`src/hw/rtl/psa_pkg.sv`:
```
// ----------------------------------------------------------------------------
// Pool slot allocator package
// Shared types, request and response codes, and controller/datapath links.
// ----------------------------------------------------------------------------
package psa_pkg;

   localparam int POOL_SLOTS = 256;
   localparam int SLOT_W     = 9;
   localparam int IDX_W      = 8;

   localparam logic [SLOT_W-1:0] NIL_SLOT = SLOT_W'(POOL_SLOTS);

   typedef enum logic [1:0] {
      KIND_ALLOC = 2'd0,
      KIND_FREE  = 2'd1,
      KIND_NEXT  = 2'd2,
      KIND_NONE  = 2'd3
   } kind_type;

   typedef enum logic [1:0] {
      ST_OK    = 2'd0,
      ST_EMPTY = 2'd1,
      ST_BAD   = 2'd2,
      ST_RSVD  = 2'd3
   } status_type;

   typedef struct packed {
      logic [1:0]        kind;
      logic [SLOT_W-1:0] slot;
   } req_type;

   typedef struct packed {
      logic [SLOT_W-1:0] result_slot;
      logic [1:0]        status;
      logic [SLOT_W-1:0] used_count;
   } rsp_type;

   typedef struct packed {
      logic              in_use;
      logic [SLOT_W-1:0] next;
   } node_type;

   typedef enum logic [2:0] {
      RSP_NIL_OK,
      RSP_EMPTY,
      RSP_BAD,
      RSP_GRANT,
      RSP_NEXT,
      RSP_HEAD
   } rsp_sel_type;

   typedef enum logic [1:0] {
      S_IDLE,
      S_ISSUE,
      S_EVAL,
      S_LINK
   } state_type;

   typedef struct packed {
      logic        req_load;
      logic        rd_en;
      logic        alloc_commit;
      logic        alloc_link;
      logic        free_commit;
      logic        free_link;
      logic        rsp_load;
      rsp_sel_type rsp_sel;
   } ctl_cmd_type;

   typedef struct packed {
      kind_type kind;
      logic     pool_empty;
      logic     slot_nil;
      logic     slot_oob;
      logic     rd_in_use;
   } ctl_status_type;

endpackage

```
`src/hw/rtl/psa_ctrl.sv`:
```
// ----------------------------------------------------------------------------
// Pool slot allocator controller
// Sequences each request through issue and, where needed, evaluate and link steps.
// ----------------------------------------------------------------------------
module psa_ctrl
   import psa_pkg::*;
(
   input  logic           clock,
   input  logic           reset,
   input  logic           start,
   output logic           busy,
   input  ctl_status_type status,
   output ctl_cmd_type    cmd
);

   state_type state_ff;
   state_type state_in;

   always_ff @(posedge clock) begin
      if (reset) begin
         state_ff <= S_IDLE;
      end else begin
         state_ff <= state_in;
      end
   end

   assign busy = (state_ff != S_IDLE);

   always_comb begin
      state_in = state_ff;
      cmd      = '0;
      cmd.rsp_sel = RSP_NIL_OK;
      case (state_ff)
         S_IDLE: begin
            if (start) begin
               cmd.req_load = 1'b1;
               state_in     = S_ISSUE;
            end
         end
         S_ISSUE: begin
            state_in = S_IDLE;
            case (status.kind)
               KIND_ALLOC: begin
                  if (status.pool_empty) begin
                     cmd.rsp_load = 1'b1;
                     cmd.rsp_sel  = RSP_EMPTY;
                  end else begin
                     cmd.rd_en = 1'b1;
                     state_in  = S_EVAL;
                  end
               end
               KIND_FREE: begin
                  if (status.slot_nil || status.slot_oob) begin
                     cmd.rsp_load = 1'b1;
                     cmd.rsp_sel  = RSP_BAD;
                  end else begin
                     cmd.rd_en = 1'b1;
                     state_in  = S_EVAL;
                  end
               end
               KIND_NEXT: begin
                  if (status.slot_nil) begin
                     cmd.rsp_load = 1'b1;
                     cmd.rsp_sel  = RSP_HEAD;
                  end else if (status.slot_oob) begin
                     cmd.rsp_load = 1'b1;
                     cmd.rsp_sel  = RSP_BAD;
                  end else begin
                     cmd.rd_en = 1'b1;
                     state_in  = S_EVAL;
                  end
               end
               default: begin
                  cmd.rsp_load = 1'b1;
                  cmd.rsp_sel  = RSP_NIL_OK;
               end
            endcase
         end
         S_EVAL: begin
            state_in = S_IDLE;
            case (status.kind)
               KIND_ALLOC: begin
                  cmd.alloc_commit = 1'b1;
                  state_in         = S_LINK;
               end
               KIND_FREE: begin
                  if (!status.rd_in_use) begin
                     cmd.rsp_load = 1'b1;
                     cmd.rsp_sel  = RSP_BAD;
                  end else begin
                     cmd.free_commit = 1'b1;
                     state_in        = S_LINK;
                  end
               end
               default: begin
                  cmd.rsp_load = 1'b1;
                  cmd.rsp_sel  = status.rd_in_use ? RSP_NEXT : RSP_BAD;
               end
            endcase
         end
         S_LINK: begin
            state_in     = S_IDLE;
            cmd.rsp_load = 1'b1;
            if (status.kind == KIND_ALLOC) begin
               cmd.alloc_link = 1'b1;
               cmd.rsp_sel    = RSP_GRANT;
            end else begin
               cmd.free_link = 1'b1;
               cmd.rsp_sel   = RSP_NIL_OK;
            end
         end
         default: begin
            state_in = S_IDLE;
         end
      endcase
   end

endmodule

```
`config.mk`:
```
export PLATFORM = sky130hd
export DESIGN_NAME = psa_ctrl
export DESIGN_NICKNAME = d
export VERILOG_FILES = /design/src/hw/rtl/psa_pkg.sv /design/src/hw/rtl/psa_ctrl.sv
export SDC_FILE = /design/constraint.sdc
export NUM_CORES = 1
export LEC_CHECK = 0
export BUFFER_PORTS_ARGS = -buffer_cell sky130_fd_sc_hd__buf_2
export CAP_MARGIN = 10
export CORE_AREA = 3 3 40 42
export CTS_CLUSTER_DIAMETER = 200
export DETAILED_ROUTE_END_ITERATION = 16
export DIE_AREA = 0 0 43 45
export RECOVER_POWER = 100
export SYNTH_ARGS = -nofsm -noshare
export SYNTH_HDL_FRONTEND = slang
export SYNTH_SLANG_ARGS = --single-unit
```
`constraint.sdc`:
```
create_clock -name clock -period 3.95 [get_ports clock]
set_input_delay 1.185 -clock clock [delete_from_list [all_inputs] [get_ports clock]]
set_output_delay 1.185 -clock clock [all_outputs]
set_load 0.03 [all_outputs]
```
* Word level (Yosys, flattened, before mapping)
Cells that the tools add are included.
** Cells by class
- Eq/ne operators :: 6
- Mux-type cells :: 35
- Reductions and logical operators :: 4
** Operator list (count)
- 4-bit one-hot mux with 3 select lines :: 2
- 4-bit 2-to-1 mux :: 5
- 1-bit 2-to-1 mux :: 15
- 2-bit 2-to-1 mux :: 7
- 2-bit one-hot mux with 4 select lines :: 1
- 4-bit one-hot mux with 2 select lines :: 1
- 2-bit equality test (second input constant) :: 3
- 2-bit one-hot mux with 3 select lines :: 1
- 2-bit by 1-bit equality test with 1-bit output (second input constant) :: 2
- 2-bit logical NOT :: 2
- 2-bit one-hot mux with 2 select lines :: 1
- 3-bit 2-to-1 mux :: 1
- 1-bit one-hot mux with 3 select lines :: 1
- 2-bit inequality test (second input constant) :: 1
- 2-bit nonzero test :: 1
- 1-bit logical OR :: 1
** Storage, ports and cells
- Flip-flop bits (word level) :: 2

* Longest topological paths before layout
Gate-level depths: netlist (run 1).
- Word-level depth :: 4
- Depth in mapped cells :: 4
- Mapped depth without buffers :: 3

* Worst setup path before layout (run 1)
Ideal clock, no wire load.
- Path kind :: in2out
- Start point :: input status[4] (netlist name)
- End point :: output cmd[7] (netlist name)
- Data arrival time :: 2.261 ns
- Required time :: 2.765 ns
- Slack :: 0.504 ns
- Cell stages on the path :: 2
- Path through :: buf_6 nor4_1
** RTL lines
- start: declaration :: RTL line psa_ctrl.sv:12 : input ctl_status_type status,
- end: declaration :: RTL line psa_ctrl.sv:13 : output ctl_cmd_type cmd

==> results of run 1 <==
[cell usage after synthesis]
library cell  number
buf_2              2
o311ai_1           1
o32ai_2            1
nand2_1            6
nand2b_1           1
nor3b_1            1
inv_2              1
mux2i_1            1
a211oi_1           1
inv_1              3
a21oi_1            1
and2b_2            1
a21boi_0           1
o22ai_1            1
nor4_1             1
o21ai_1            1
buf_6              2
or2_2              1
nand3b_1           2
nand3_1            1
nor2_1             8
nor3_1             2
a22o_1             1
dfxtp_1            2
and3_1             1
nand4_1            1
nor3_2             1
xor2_2             1
[worst max-delay path: cells and delay by family]
family / cells / cell delay [ps]
buf+inv: 2 / 590
xor+xnor: 1 / 160
compound gates: 2 / 370
[kinds of logic (layout without fill, tap and decap cells)]
kind of cell	after synthesis	in the layout	synth area share [%]
flops	2	2	12.5
buf+inv	8	26	14.9
xor+xnor	1	1	5.10
compound gates	8	8	20.4
simple gates	27	27	43.9
mux	1	1	3.14
[per-stage QoR]
stage	utilization (%)	area (µm²)	setup slack, ps	hold WS, ps	total power, µW
4_1_cts	32.9	423	652	620	108
5_1_grt	31.3	402	296	653	114
3_5_place_dp	31.2	400	655	610	60.2
2_1_floorplan	-	319	504	560	51.3
3_3_place_gp	31.2	400	662	614	60.1
6_report	31.3	402	461	614	104
[final cells by class]
type,instances,area share (%)
Sequential cell,2,9.97
Inverter,4,3.74
Timing Repair Buffer,19,20.2
Multi-Input combinational cell,37,55.8
Tap cell,15,4.67
Clock buffer,3,5.61
[layer usage]
metal	up-vias	GRT usage, %	share of wire, %
met2	13	15.3	42
met5	-	0	0
met4	0	3.61	1.5
met3	2	3.19	7.4
li1	199	-	-
met1	158	11.8	49
[how the worst min path moves through the flow]
stage	to	cells after the start	slack, ps	start
6_report	state_ff[0]	2	610	state_ff[1]
3_3_place_gp	state_ff[0]	2	610	state_ff[1]
5_1_grt	state_ff[0]	2	650	state_ff[1]
3_5_place_dp	state_ff[0]	2	610	state_ff[1]
2_1_floorplan	state_ff[1]	3	560	state_ff[0]
4_1_cts	state_ff[0]	2	620	state_ff[1]
[power groups by stage]
stage               Clock, µW  Combinational (µW)  Sequential (µW)
floorplan                   0                29.3             21.9
global placement            0                35.9             24.2
detailed placement          0                36.0             24.2
CTS                      48.0                36.1             24.0
global route             51.4                38.3             24.3
finish                   45.6                34.2             24.0
==> flow_summary_export.csv, run 1 <==
group,metric,value,unit
floorplanning,die_y,45,µm
clock_network,cts_setup_buffers,0,
floorplanning,core_area,1280,µm²
finish,final_common_cell,"clkbuf_1",
grt,grt_pass1_vias,328,
finish,area_growth,25.9,%
critical_path,r2r.worst_path.cells,3,
clock_network,postCtsHoldBufs,0,
clock_network,cts_buffers,3,
clock_network,clk_latency,220,ps
timing,finalHoldViolations,0,
power,p_sw,36.8,µW
placed_design,hpwl,626,µm
finish,largest_register_ffs,2,
floorplanning,dieArea,1940,µm²
critical_path,cp_slowest_stage_delay,310,ps
run,timing.max_cap.violations,0,
power,clkPwrFrac,43.9,%
timing,layout_min_cycle_time,3490,ps
synth,yosys.area.top_type,"dfxtp_1",
clock_network,path_clk_slew,30,ps
critical_path,crit_chain,"clkbuf_1 -> xor2_1 -> a21oi_1 -> a22o_1 -> clkbuf_1",
power,sw_frac_of_total,35.4,%
floorplanning,die_x,43,µm
clock_network,clock_sinks,2,
floorplanning,rows,13,
synth,synth_nets,56,
power,max-vdd-ir-drop,0.0000588,V
critical_path,cpMostUsedCell,"clkbuf_1",
power,pwr-share-comb,33.0,%
critical_path,end_kind,"output pin",
synth,yosysWarnings,0,
timing,fmax,287,MHz
clock_network,cts_root_buf,"clkbuf_4",
critical_path,critPathRequiredTime,2760,ps
critical_path,path_max_fanout,8,
synth,ys_seq_elements,2,
timing,slew_headroom,74.1,%
drt,drt_iter0_drc,4,
grt,grt_first_pass_wirelength,1390,µm
placed_design,io_buffers,19,
synth,netlist_area,319,µm²
floorplanning,start_util,24.8,%
synth,yosysTopAreaCellShare,12.5,%
drt,wl_per_cell,10.2,µm
grt,antenna_found_initial,0,
timing,fin_tns_setup,0,ps
min_path,hold_class,"flop to flop",
timing,skew,1.25,ps
clock_network,h-tree-depth,1,
power,intPower,67.0,µW
clock_network,cts_tree,"done",
timing,post-route-period-util,88.3,%
finish,multi_input_area,224,µm²
drt,drt-total-wl,815,µm
finish,regArea,40.0,µm²
finish,final_cell_mix,"11 x clkbuf_1, 8 x nor2_1, 8 x buf_2",
critical_path,arrival,2300,ps
placed_design,gp_congestion,0.712,
synth,seq_area_frac_synth,12.5,%
drt,num_vias,372,
floorplanning,ios,20,
finish,top_regs,"state_ff x2",
critical_path,criticalPathCategory,"input pin to output pin",
power,pwr-share-seq,23.1,%
drt,drcViolationCount,0,
finish,instances_no_fill,80,
timing,rsz0062_at_grt,"no",
critical_path,critPathLaunchType,"input pin",
synth,ys_types,28,
power,p_leak,0.000170,µW
critical_path,r2r_slack,2820,ps
drt,drtAntennaViolNets,0,
finish,layout-drive-gt1-share,24.6,%
run_status,run_status,"completed",
critical_path,worstSetupStartpoint,"status[4]",
grt,grt_usage,9.48,%
drt,routed_via_density,4.65,
timing,finalMaxSlewViolations,0,
clock_network,cts_resized,0,
synth,synth_top_cells_by_area,"dfxtp_1 13%, nor2_1 9.4%, buf_6 7.1%",
critical_path,crit_slowest_cell,"clkbuf_1",
finish,largest-register,"state_ff",
finish,nFillCells,154,
clock_network,clockBufferDepth,2,
synth,syn_avg_cell_area,6.79,µm²
finish,antenna_cells,0,
critical_path,setup.worst_path.end,"cmd[3]",
power,power-per-cell-area,258,nW/µm²
timing,setup_viol,0,
grt,grt_max_degree,14,
drt,detail_route.first_pass.iterations,4,
timing,tightestPinTransition,388,ps
synth,netlist_instances,47,
placed_design,dp.cells,77,
grt,grt_overflow,0,
critical_path,r2r-start,"state_ff[0]",
finish,final_nets,76,
critical_path,rr_endpoint,"state_ff[1]",
Power figures use the tool's default switching activity.
==> run 2: changes to the inputs <==
==> constraint.sdc (replaced) <==
create_clock -name clock -period 3.1 [get_ports clock]
set_input_delay 0.93 -clock clock [delete_from_list [all_inputs] [get_ports clock]]
set_output_delay 0.93 -clock clock [all_outputs]
set_load 0.03 [all_outputs]
==> run 2 against run 1 <==
Effect of this change: non-clock buffer count is the same; via count shrank 0.27%; power grew 28%; critical endpoint is now cmd[8]; highest routed layer unchanged.
==> flow_summary_export.csv, run 2 (same netlist as run 1, synthesis figures left out) <==
group,metric,value,unit
run_status,run_status,"completed",
finish,area_growth,26.7,%
placed_design,io_buffers,19,
grt,antenna_found_initial,0,
power,p_leak,0.000177,µW
critical_path,end_kind,"output pin",
critical_path,critPathRequiredTime,2170,ps
clock_network,clockBufferDepth,2,
drt,met1_length,398,µm
floorplanning,start_util,24.8,%
drt,num_vias,371,
grt,grt_first_pass_wirelength,1390,µm
finish,instances_no_fill,80,
floorplanning,core_area,1280,µm²
floorplanning,ios,20,
timing,skew,1.11,ps
clock_network,cts_buffers,3,
drt,drtAntennaViolNets,0,
drt,routed_via_density,4.64,
finish,multi_input_area,224,µm²
finish,layout-drive-gt1-share,27.7,%
timing,fin_tns_setup,0,ps
floorplanning,die_x,43,µm
finish,top_regs,"state_ff x2",
timing,finalHoldViolations,0,
clock_network,h-tree-depth,1,
timing,rsz0062_at_grt,"no",
floorplanning,rows,13,
timing,tightestPinTransition,388,ps
drt,detail_route.first_pass.iterations,4,
drt,top_layer_used,"met4",
clock_network,path_clk_slew,30,ps
drt,drcViolationCount,0,
drt,drt_iter0_drc,5,
clock_network,clock_sinks,2,
min_path,hold_class,"flop to flop",
finish,largest-register,"state_ff",
grt,grt_max_degree,14,
grt,grt_pass1_vias,328,
clock_network,cts_setup_buffers,0,
placed_design,dp.cells,77,
clock_network,cts_resized,0,
drt,wl_per_cell,10.2,µm
drt,dr_wl_met3,66,µm
run,timing.max_cap.violations,0,
critical_path,critPathLaunchType,"input pin",
finish,antenna_cells,0,
floorplanning,die_y,45,µm
timing,layout_min_cycle_time,2850,ps
timing,finalMaxSlewViolations,0,
clock_network,clk_latency,220,ps
timing,setup_viol,0,
placed_design,gp_congestion,0.712,
power,max-vdd-ir-drop,0.0000750,V
power,finalPower,133,µW
grt,grt_usage,9.48,%
timing,fmax,351,MHz
finish,final_cell_mix,"10 x buf_2, 9 x clkbuf_1, 8 x nor2_1",
drt,drt-total-wl,814,µm
clock_network,cts_tree,"done",
critical_path,arrival,1920,ps
timing,slew_headroom,74.1,%
critical_path,criticalPathCategory,"input pin to output pin",
power,power-per-cell-area,328,nW/µm²
clock_network,cts_root_buf,"clkbuf_4",
timing,post-route-period-util,92.0,%
finish,final_core_util,31.5,%
drt,dr_wl_met2,337,µm
clock_network,postCtsHoldBufs,0,
finish,final_common_cell,"buf_2",
critical_path,path_max_fanout,12,
placed_design,hpwl,626,µm
finish,final_nets,76,
floorplanning,dieArea,1940,µm²
finish,nFillCells,153,
finish,regArea,40.0,µm²
grt,grt_overflow,0,
finish,largest_register_ffs,2,
## run 2: layout make-up
class / count / share of cell area, %
multi-input cells: 37 / 55.4
flip-flops and latches: 2 / 9.91
inverters: 4 / 3.72
repair buffers: 19 / 20.7
well taps: 15 / 4.64
clock buffers: 3 / 5.57
## run 2: path summary, 6_finish.rpt
check	start	to	slack, ps	cells after the start
max	status[5]	cmd[8]	250	5
min	state_ff[1]	state_ff[0]	620	2
max reg2reg	state_ff[0]	state_ff[1]	1970	3
min reg2reg	state_ff[1]	state_ff[0]	620	2
## run 2: layer usage
metal	vias up	track usage [%]
li1	199	-
met1	157	11.8
met2	13	15.3
met3	2	3.19
met4	0	3.61
met5	-	0
## run 2: worst max-delay path, stage by stage
cell	delay (ps)
buf_2	200
xor2_1	240
a21oi_1	120
nor2_1	110
clkbuf_1	310
## run 2: power by group
part | total (µW) | switching, µW | internal, µW | leakage (µW)
sequential | 30.6 | 3.42 | 27.1 | 0.0000164
clock | 58.0 | 15.3 | 42.7 | 0.0000138
combinational | 44.1 | 28.1 | 16.0 | 0.000147
total | 133 | 46.8 | 85.8 | 0.000177
## run 2: through the flow
step	hold WS (ps)	area [µm²]	setup WS, ps
finish	620	404	248
global route	653	404	128
floorplan	560	319	164
CTS	620	423	312
global placement	614	400	322
detailed placement	610	400	315
==> run 3: changes to the inputs <==
--- a/config.mk
+++ b/config.mk
@@ -12,6 +12,7 @@
 export DETAILED_ROUTE_END_ITERATION = 16
 export DIE_AREA = 0 0 43 45
 export RECOVER_POWER = 100
+export REMOVE_ABC_BUFFERS = 1
 export SYNTH_ARGS = -nofsm -noshare
 export SYNTH_HDL_FRONTEND = slang
 export SYNTH_SLANG_ARGS = --single-unit
==> run 3 against run 2 <==
Effect of this change: critical endpoint is now cmd[3]; utilization grew 0.49 points; combinational power up 2%; register-to-register slack improved by 40 ps; worst setup slack worse by 54 ps; largest power group unchanged.
==> flow_summary_export.csv, run 3 (same netlist as run 1, synthesis figures left out) <==
group,metric,value,unit
run_status,run_status,"completed",
finish,nFillCells,151,
critical_path,criticalPathCategory,"input pin to output pin",
drt,routed_via_density,4.66,
clock_network,cts_resized,0,
grt,grt_max_degree,14,
critical_path,arrival,1980,ps
finish,final_cell_mix,"10 x clkbuf_1, 8 x nor2_1, 8 x buf_2",
floorplanning,rows,13,
drt,drcViolationCount,0,
placed_design,io_buffers,19,
critical_path,critPathRequiredTime,2170,ps
clock_network,h-tree-depth,1,
placed_design,hpwl,666,µm
timing,setup_viol,0,
finish,largest_register_ffs,2,
run,timing.max_cap.violations,0,
drt,wl_per_cell,10.7,µm
floorplanning,die_x,43,µm
power,power-per-cell-area,323,nW/µm²
timing,fin_tns_setup,0,ps
critical_path,end_kind,"output pin",
clock_network,clock_sinks,2,
finish,multi_input_area,231,µm²
finish,largest-register,"state_ff",
power,p_leak,0.000174,µW
timing,layout_min_cycle_time,2910,ps
clock_network,cts_root_buf,"clkbuf_4",
timing,fmax,344,MHz
placed_design,gp_congestion,0.695,
timing,skew,2.10,ps
drt,num_vias,373,
floorplanning,start_util,24.8,%
grt,grt_pass1_vias,329,
drt,detail_route.first_pass.iterations,3,
drt,drt_iter0_drc,9,
clock_network,clockBufferDepth,2,
timing,finalHoldViolations,0,
min_path,hold_class,"flop to flop",
timing,slew_headroom,75.3,%
clock_network,path_clk_slew,30,ps
drt,drt-total-wl,856,µm
power,max-vdd-ir-drop,0.000106,V
timing,tightestPinTransition,369,ps
clock_network,cts_tree,"done",
finish,final_core_util,31.9,%
finish,final_nets,76,
drt,drtAntennaViolNets,0,
clock_network,cts_setup_buffers,0,
finish,area_growth,28.6,%
clock_network,clk_latency,220,ps
grt,grt_overflow,0,
floorplanning,ios,20,
critical_path,critPathLaunchType,"input pin",
floorplanning,core_area,1280,µm²
floorplanning,die_y,45,µm
clock_network,cts_buffers,3,
timing,rsz0062_at_grt,"no",
finish,top_regs,"state_ff x2",
critical_path,path_max_fanout,8,
finish,regArea,40.0,µm²
floorplanning,dieArea,1940,µm²
timing,finalMaxSlewViolations,0,
grt,antenna_found_initial,0,
finish,final_common_cell,"clkbuf_1",
grt,grt_first_pass_wirelength,1350,µm
clock_network,postCtsHoldBufs,0,
grt,grt_usage,8.89,%
timing,post-route-period-util,93.7,%
finish,layout-drive-gt1-share,27.7,%
finish,antenna_cells,0,
## run 3: changes by cell type in the layout (fill, tap and decap cells not counted), sizes merged
| cell | change |
|---|---|
| buf | -2 |
| clkbuf | +2 |
## run 3: per-stage QoR
step	hold WS, ps	total power, µW	instance area, µm²	setup slack [ps]	instances
after floorplan	553	59.2	287	291	43
after global placement	639	76.7	400	310	77
after detailed placement	632	77.1	400	261	77
after CTS	640	137	423	254	80
after global routing	686	144	410	132	80
final	648	132	410	195	80
## run 3: layer usage
metal	GRT usage [%]	share of wire [%]	routed length, µm
met3	3.19	6.3	54
met4	1.81	0	0
met1	11.5	46	394
met5	0	0	0
met2	14.4	48	407
## run 3: path summary, 6_finish.rpt
path	startpoint	endpoint	slack (ps)	cells after the start
worst max-delay path	status[4]	cmd[3]	190	5
worst min-delay path	state_ff[1]	state_ff[0]	650	2
worst max register to register	state_ff[0]	state_ff[1]	2010	3
worst min register to register	state_ff[1]	state_ff[0]	650	2
## run 3: final cells by class
cell class | instances | area share [%]
Timing Repair Buffer | 19 | 20.1
Tap cell | 15 | 4.57
Multi-Input combinational cell | 37 | 56.4
Sequential cell | 2 | 9.76
Clock buffer | 3 | 5.49
Inverter | 4 | 3.66
## run 3: where the power goes
part | internal [µW] | switching [µW]
combinational | 16.0 | 29.0
clock | 42.6 | 14.1
sequential | 27.1 | 3.36
total | 85.8 | 46.5
## run 3: critical path, cell delays in order
cell	delay (ps)
buf_2	160
xor2_2	200
a21oi_1	210
a22o_1	170
clkbuf_1	300
